**src/awu_pkg.sv**
```systemverilog
package awu_pkg;

    localparam int FRAC_BITS = 24;
    localparam int ELEMENTS_DEFAULT = 4096;
    localparam int INDEX_W = 12;
    localparam logic [24:0] ONE_Q = 25'(1) << FRAC_BITS;
    localparam logic [31:0] U32MAX = 32'hFFFF_FFFF;

    localparam logic [24:0] LEARNING_RATE_RST = 25'd16777;
    localparam logic [23:0] GRADIENT_DECAY_RST = 24'd15099494;
    localparam logic [23:0] SQUARES_DECAY_RST = 24'd16760439;
    localparam logic [24:0] DAMPING_RST = 25'd1;
    localparam logic [24:0] BETA_ONE_SCALE_RST = 25'd16777216;

    typedef enum logic [2:0] {
        CFG_LEARNING_RATE  = 3'd0,
        CFG_GRADIENT_DECAY = 3'd1,
        CFG_SQUARES_DECAY  = 3'd2,
        CFG_DAMPING        = 3'd3,
        CFG_BETA_ONE_SCALE = 3'd4
    } awu_cfg_index_t;

    typedef struct packed {
        logic                first_of_pass;
        logic [INDEX_W-1:0]  element_index;
        logic signed [31:0]  gradient;
        logic signed [31:0]  weight_in;
    } awu_in_t;

    typedef struct packed {
        logic signed [31:0]  weight_out;
        logic [INDEX_W-1:0]  index_out;
    } awu_out_t;

    typedef struct packed {
        logic [24:0] learning_rate;
        logic [23:0] gradient_decay;
        logic [23:0] squares_decay;
        logic [24:0] damping;
        logic [24:0] beta_one_scale;
    } awu_cfg_t;

    typedef enum logic {
        KIND_ELEM = 1'b0,
        KIND_PASS = 1'b1
    } awu_kind_t;

    typedef struct packed {
        awu_kind_t           kind;
        logic [INDEX_W-1:0]  index;
        logic signed [31:0]  gradient;
        logic signed [31:0]  weight;
    } awu_entry_t;

    // Front to back: head of the queue.
    typedef struct packed {
        logic       avail;
        awu_entry_t entry;
    } awu_fq_t;

    // Back to front: pop and clearing status.
    typedef struct packed {
        logic pop;
        logic clearing;
    } awu_bk_t;

    // Floor shift of a non-negative product, limited to one.
    function automatic logic [24:0] cap_q(input logic [65:0] p);
        logic [65:0] t;
        t = p >> FRAC_BITS;
        return (t > 66'(ONE_Q)) ? ONE_Q : t[24:0];
    endfunction

endpackage

```
**src/awu_front.sv**
```systemverilog
module awu_front
    import awu_pkg::*;
(
    input  logic    clk,
    input  logic    rst_n,
    input  logic    item_valid,
    output logic    item_ready,
    input  awu_in_t item,
    input  awu_bk_t bk,
    output awu_fq_t fq
);

    awu_entry_t entries_reg [2];
    logic       wr_ptr_reg;
    logic       rd_ptr_reg;
    logic [1:0] cnt_reg;
    logic       push;
    awu_entry_t entry;

    // Classify the word and take no item while the queue is full or during the clearing pass
    assign item_ready = (cnt_reg != 2'd2) && !bk.clearing;
    assign push = item_valid && item_ready;
    assign entry.kind = item.first_of_pass ? KIND_PASS : KIND_ELEM;
    assign entry.index = item.element_index;
    assign entry.gradient = item.gradient;
    assign entry.weight = item.weight_in;

    assign fq.avail = (cnt_reg != 2'd0);
    assign fq.entry = entries_reg[rd_ptr_reg];

    // Store into the queue
    always_ff @(posedge clk)
    begin
        if (push)
        begin
            entries_reg[wr_ptr_reg] <= entry;
        end
    end

    // Advance pointers and count
    always_ff @(posedge clk or negedge rst_n)
    begin
        if (!rst_n)
        begin
            wr_ptr_reg <= 1'b0;
            rd_ptr_reg <= 1'b0;
            cnt_reg <= 2'd0;
        end
        else
        begin
            if (push)
            begin
                wr_ptr_reg <= !wr_ptr_reg;
            end
            if (bk.pop)
            begin
                rd_ptr_reg <= !rd_ptr_reg;
            end
            cnt_reg <= cnt_reg + 2'(push) - 2'(bk.pop);
        end
    end

endmodule

```
**config.mk**
```make
export PLATFORM = sky130hd
export DESIGN_NAME = awu_front
export DESIGN_NICKNAME = d
export VERILOG_FILES = /design/src/awu_pkg.sv /design/src/awu_front.sv
export SDC_FILE = /design/constraint.sdc
export NUM_CORES = 1
export LEC_CHECK = 0
export BUFFER_PORTS_ARGS = -buffer_cell sky130_fd_sc_hd__buf_2
export CAP_MARGIN = 20
export CORE_UTILIZATION = 56
export DETAILED_ROUTE_END_ITERATION = 10
export PLACE_DENSITY = 0.87
export SYNTH_ARGS = -nofsm -noshare
export SYNTH_HDL_FRONTEND = slang
export SYNTH_SLANG_ARGS = --single-unit
```
**constraint.sdc**
```tcl
create_clock -name clk -period 10.35 [get_ports clk]
set_clock_uncertainty 0.05 [all_clocks]
set_input_delay 1.035 -clock clk [delete_from_list [all_inputs] [get_ports clk]]
set_output_delay 1.035 -clock clk [all_outputs]
set_load 0.01 [all_outputs]
```
==> results of run 1 <==
==> through the flow <==
step	cell area (µm²)	setup slack (ps)
5_1_grt	7340	6960
6_report	7340	7070
2_1_floorplan	5840	5290
4_1_cts	7320	6920
3_3_place_gp	6760	7330
3_5_place_dp	6760	7190
==> worst max-delay path by stage <==
stage | to | slack [ps] | cells past startpoint
floorplan | entries_reg[0][0] | 5290 | 3
global placement | entries_reg[0][56] | 7330 | 5
detailed placement | entries_reg[0][51] | 7190 | 5
CTS | fq[18] | 6920 | 2
global route | fq[18] | 6960 | 3
finish | fq[32] | 7070 | 3
==> power by group <==
group	leakage, nW	total [mW]	internal, mW	switching (mW)
Combinational	1.08	0.467	0.245	0.223
Clock	0.267	0.579	0.345	0.234
Sequential	1.45	0.852	0.799	0.0531
Total	2.80	1.90	1.39	0.510
==> kinds of logic after synthesis <==
| family | Yosys count | share of synthesized area |
|---|---|---|
| flip-flops | 158 | 0.809 |
| adder cells (fa/ha/maj) | 2 | 0.00428 |
| buffers and inverters | 10 | 0.0126 |
| multiplexers | 77 | 0.161 |
| XOR/XNOR | 4 | 0.00600 |
| AND/OR/NAND/NOR | 7 | 0.00664 |
==> synthesized netlist by cell type <==
master / instances
xnor2_1: 3
mux2_4: 20
ha_1: 2
mux2_2: 57
nor2b_1: 2
nand2_1: 1
xor2_1: 1
dfrtp_1: 4
buf_6: 4
inv_1: 1
nand2b_1: 1
nor2_1: 1
or2_2: 1
edfxtp_1: 154
buf_2: 5
and3_1: 1
==> area by class of cell <==
class                           instances  area, µm²  share of cell area
Inverter                                1       3.75            0.000511
Multi-Input combinational cell         90       1050               0.143
Timing Repair Buffer                  162        828               0.113
Clock inverter                         12        136              0.0186
Tap cell                              133        166              0.0227
Sequential cell                       158       4730               0.644
Clock buffer                           20        425              0.0579
==> routing by layer <==
| layer | track usage | routed length (µm) | vias up |
|---|---|---|---|
| li1 | - | - | 1366 |
| met1 | 0.210 | 3700 | 1454 |
| met2 | 0.338 | 5440 | 132 |
| met3 | 0.0689 | 574 | 9 |
| met4 | 0.0765 | 132 | 0 |
| met5 | 0 | 0 | - |
==> worst max-delay path, cell delays in order, from the launching register on <==
cell and delay (ps):
dfrtp_4 790, buf_12 320, mux2_2 380, buf_2 150
==> metrics, run 1 <==
post-synthesis cell count 258; syn_area_per_cell 22.6 µm²; layout cells sized above 1 0.612; worst r2r src cnt_reg[1]; Critical Path Source Type flip-flop; Cell Pwr Density 259 mW/mm²; VDD IR max 0.246 mV; setup violators final 0; total power 1.90 mW; reg-to-reg critical path endpoint entries_reg[0][52]; most frequent cells in the layout 160 x buf_2, 154 x edfxtp_1, 57 x mux2_2, 20 x mux2_4, 16 x clkbuf_16; fmax 305 MHz; Mapped Area 0.00584 mm²; Post-CTS Setup Bufs 0; CTS clk-pin slew, worst paths 70 ps; I/O Buffers 160; Fin Setup TNS 0 ps; HPWL after DPL 6230 µm; worst slew pin tran 1050 ps; worst skew pair latency 510 ps; wire per inst 17.1 µm; Root Driver clkbuf_8; largest cells by area after synthesis edfxtp_1 79%, mux2_2 11%, mux2_4 5.1%, dfrtp_1 1.7%, buf_6 0.77%; setup slack, reg-to-reg 8000 ps; Fill cells 589; routed via count 2,961; total CTS buffers 17; Max-slew headroom 0.300; Final Max Tran Viols 0; Die ar. 0.0108 mm²; largest fanout on the critical path 45; Iter 0 DRT Violations 148; pin count of the biggest net entering global routing 79; Layout area overhead 25.7%; crit path from rd_ptr_reg; total gr overflow 0; DRC Markers 0; CTS tree done; Final min period 3280 ps; cells on worst reg2reg path 4; Post-CTS Resized 0; Synth warnings 0; syn_nets 342; vias in the first global route 3,052; Largest register FFs 154; Final GP Congestion 0.702; Seq/Total Area, Yosys 0.809; vias per cell 5.14; Clock Path Buffers 2; LEAKAGE 2.80 nW; Final Hold Vio Count 0; post-synth top area cell edfxtp_1; hold_ws 263 ps; WS Path Type flip-flop to output port; top-area cell type share of the netlist area 0.792; Nets 514; first-pass detailed-route iteration total 4; Layout Cells excl Fill 576; initial antenna violation count 0; Diodes inserted 0; # IOs 161; Die Y 104 µm; CTS Hold Bufs 0; Distinct cells, synth 16; WP data required 9270 ps; global-route usage over all layers 0.192; die width 104 µm; Initial Util 0.587; final WL 9860 µm; CORE AREA 0.00995 mm²; worst hold path type input port to asynchronous set/reset pin; maxcap violations 0; first-pass GRT wire length 15,100 µm; post-layout util 0.738; antenna-violating nets left 0; CTS sink count 158; CP arrival 2200 ps; # rows 36; H-tree depth 4; RSZ-0062 raised after global routing no; Crit. End Element output port; Synth Register Bits 158; commonest non-fill, non-tap cell in the layout buf_2; period utilisation layout 0.317; status complete, no violations; placed instance count 543
(Power assumes the default switching activity.)
==> run 2: changes to the inputs <==
- CORE_UTILIZATION: 56 -> 52
- PLACE_DENSITY: 0.87 -> 0.81
- clock period: 10.35 -> 3.22 ns (I/O delays scaled with it)
==> run 2 against run 1 <==
  * Global-route usage up 1.5 points
  * Worst setup slack worse by 6400 ps
  * Combinational power grew to 3.5 times the previous value
==> metrics, run 2 (synthesized netlist as in run 1, its figures left out) <==
largest delay contributor family on the critical path flip-flops (unchanged); critical-path cell list buf_12 -> mux2_2 -> buf_2 (unchanged); first-pass detailed-route iteration total 4 (unchanged); worst r2r src cnt_reg[1] (unchanged); switching share of power 0.268 (was 0.269); antenna-violating nets left 0 (unchanged); Fill cells 634 (was 589); met2 wire length 6490 µm (was 5440 µm); maxcap violations 0 (unchanged); Cell Pwr Density 757 mW/mm² (was 259 mW/mm²); Nets 595 (was 514); commonest non-fill, non-tap cell in the layout buf_2 (unchanged); wire per inst 17.2 µm (was 17.1 µm); worst slew pin tran 544 ps (was 1050 ps); most frequent cells in the layout 160 x buf_2, 154 x edfxtp_1, 79 x dlygate4sd3_1, 57 x mux2_2, 20 x mux2_4 (was 160 x buf_2, 154 x edfxtp_1, 57 x mux2_2, 20 x mux2_4, 16 x clkbuf_16); M1 WL 4140 µm (was 3700 µm); Setup crit end fq[70] (was fq[32]); fin area 0.00815 mm² (was 0.00734 mm²); first-pass GRT wire length 17,000 µm (was 15,100 µm); largest fanout on the critical path 47 (was 45); HPWL after DPL 6670 µm (was 6230 µm); Max stage delay on crit path 720 ps (was 790 ps); Initial Util 0.536 (was 0.587); crit path from rd_ptr_reg (unchanged); reg-to-reg critical path endpoint entries_reg[1][41] (was entries_reg[0][52]); Largest register FFs 154 (unchanged); Sequential Area 0.00473 mm² (unchanged); combinational power share 0.263 (was 0.246); period utilisation layout 0.792; WP data required 2850 ps (was 9270 ps); Diodes inserted 0 (unchanged); total gr overflow 0 (unchanged); Die ar. 0.0117 mm² (was 0.0108 mm²); area of the multi-input gates 0.00105 mm² (unchanged); Critical Path Source Type flip-flop (unchanged); post-layout util 0.749 (was 0.738); pin count of the biggest net entering global routing 48 (was 79); Final min period 2550 ps; Fin Setup TNS 0 ps (unchanged); Crit. End Element output port (unchanged); initial antenna violation count 0 (unchanged); cells on worst reg2reg path 3 (was 4); setup violators final 0 (unchanged); met3 wire length 573 µm (was 574 µm); fmax 392 MHz; Final GP Congestion 0.764 (was 0.702); Clk pwr share 0.296 (was 0.305); Clock Path Buffers 2 (unchanged); I/O Buffers 160 (unchanged); LEAKAGE 3.13 nW (was 2.80 nW); status complete, no violations (unchanged); worst hold path type input port to asynchronous set/reset pin (unchanged); area post-placement 0.00682 mm² (was 0.00676 mm²); Max-slew headroom 0.637 (was 0.300); Post-CTS Setup Bufs 0 (unchanged); vias in the first global route 3,445 (was 3,052); Psw 1.65 mW (was 0.510 mW); H-tree depth 4 (unchanged); die width 108 µm (was 104 µm); Final Hold Vio Count 0 (unchanged); CTS clk-pin slew, worst paths 60 ps (was 70 ps); CP arrival 2180 ps (was 2200 ps); final WL 11,400 µm (was 9860 µm); DRC Markers 0 (unchanged); slowest CP cell dfrtp_4 (unchanged); CTS sink count 158 (unchanged); routed via count 3,270 (was 2,961); setup slack, reg-to-reg 1450 ps (was 8000 ps); RSZ-0062 raised after global routing no (unchanged); CTS tree done (unchanged); vias per cell 4.93 (was 5.14); layout cells sized above 1 0.516 (was 0.612); buffers and inverters on the worst path 2 (unchanged); VDD IR max 0.637 mV (was 0.246 mV); dpl ws 1220 ps (was 7190 ps); worst skew pair latency 510 ps (about the same); sequential share of power 0.441 (was 0.449); # IOs 161 (unchanged); Die Y 108 µm (was 104 µm); WS Path Type flip-flop to output port (unchanged); Root Driver clkbuf_8 (unchanged); Final Max Tran Viols 0 (unchanged); Iter 0 DRT Violations 177 (was 148); CORE AREA 0.0109 mm² (was 0.00995 mm²); global-route usage over all layers 0.207 (was 0.192); total CTS buffers 17 (unchanged); cell depth of the worst setup path 3 (unchanged); # rows 38 (was 36); Max Used Layer met4 (unchanged); Setup WS post-layout 670 ps (was 7070 ps); Int Pwr 4.52 mW (was 1.39 mW); Layout area overhead 39.6% (was 25.7%)
-- run 2: cell count changes in the layout (fill, tap and decap cells not counted), moves of 2 or more --
cell,change
clkinv_1,+2
clkinvlp_4,+2
dlygate4sd3_1,+79
clkinv_4,-3
-- run 2: cell type report --
class                   instances  area share
clock inverters                11      0.0146
clock buffers                  20      0.0522
multi-input cells              90       0.129
flip-flops and latches        158       0.580
repair buffers                243       0.202
inverters                       1    0.000460
well taps                     140      0.0215
-- run 2: layer usage --
| metal | GRT usage | vias to the layer above |
|---|---|---|
| met3 | 0.0615 | 18 |
| met1 | 0.213 | 1608 |
| li1 | - | 1525 |
| met5 | 0 | - |
| met4 | 0.102 | 0 |
| met2 | 0.379 | 119 |
-- run 2: power groups by stage --
stage / Combinational, mW / Sequential [mW] / Clock [mW]
detailed placement: 1.54 / 2.77 / 0
CTS: 1.63 / 2.72 / 1.85
finish: 1.62 / 2.72 / 1.82
global route: 1.74 / 2.75 / 1.94
floorplan: 1.12 / 2.67 / 0
global placement: 1.52 / 2.74 / 0
-- run 2: stage by stage --
| stage | instances | hold slack, ps | power (mW) |
|---|---|---|---|
| finish | 663 | 140 | 6.17 |
| global route | 663 | 129 | 6.43 |
| CTS | 663 | 61.2 | 6.20 |
| detailed placement | 553 | 82.6 | 4.31 |
| global placement | 553 | 84.2 | 4.26 |
| floorplan | 258 | -23.6 | 3.78 |
-- run 2: worst min-delay path by stage --
stage	slack, ps	start	end	cells past startpoint
global route	130	rst_n	cnt_reg[0]	2
CTS	60	rst_n	cnt_reg[0]	2
finish	140	rst_n	cnt_reg[1]	2
detailed placement	80	rst_n	cnt_reg[0]	1
floorplan	-20	rst_n	cnt_reg[0]	0
global placement	80	rst_n	cnt_reg[0]	1
-- run 2: timing repair --
item / in CTS / in global routing
resized for setup: 0 / 0
endpoints found under the hold margin: 159 / 0
hold buffers: 79 / 0
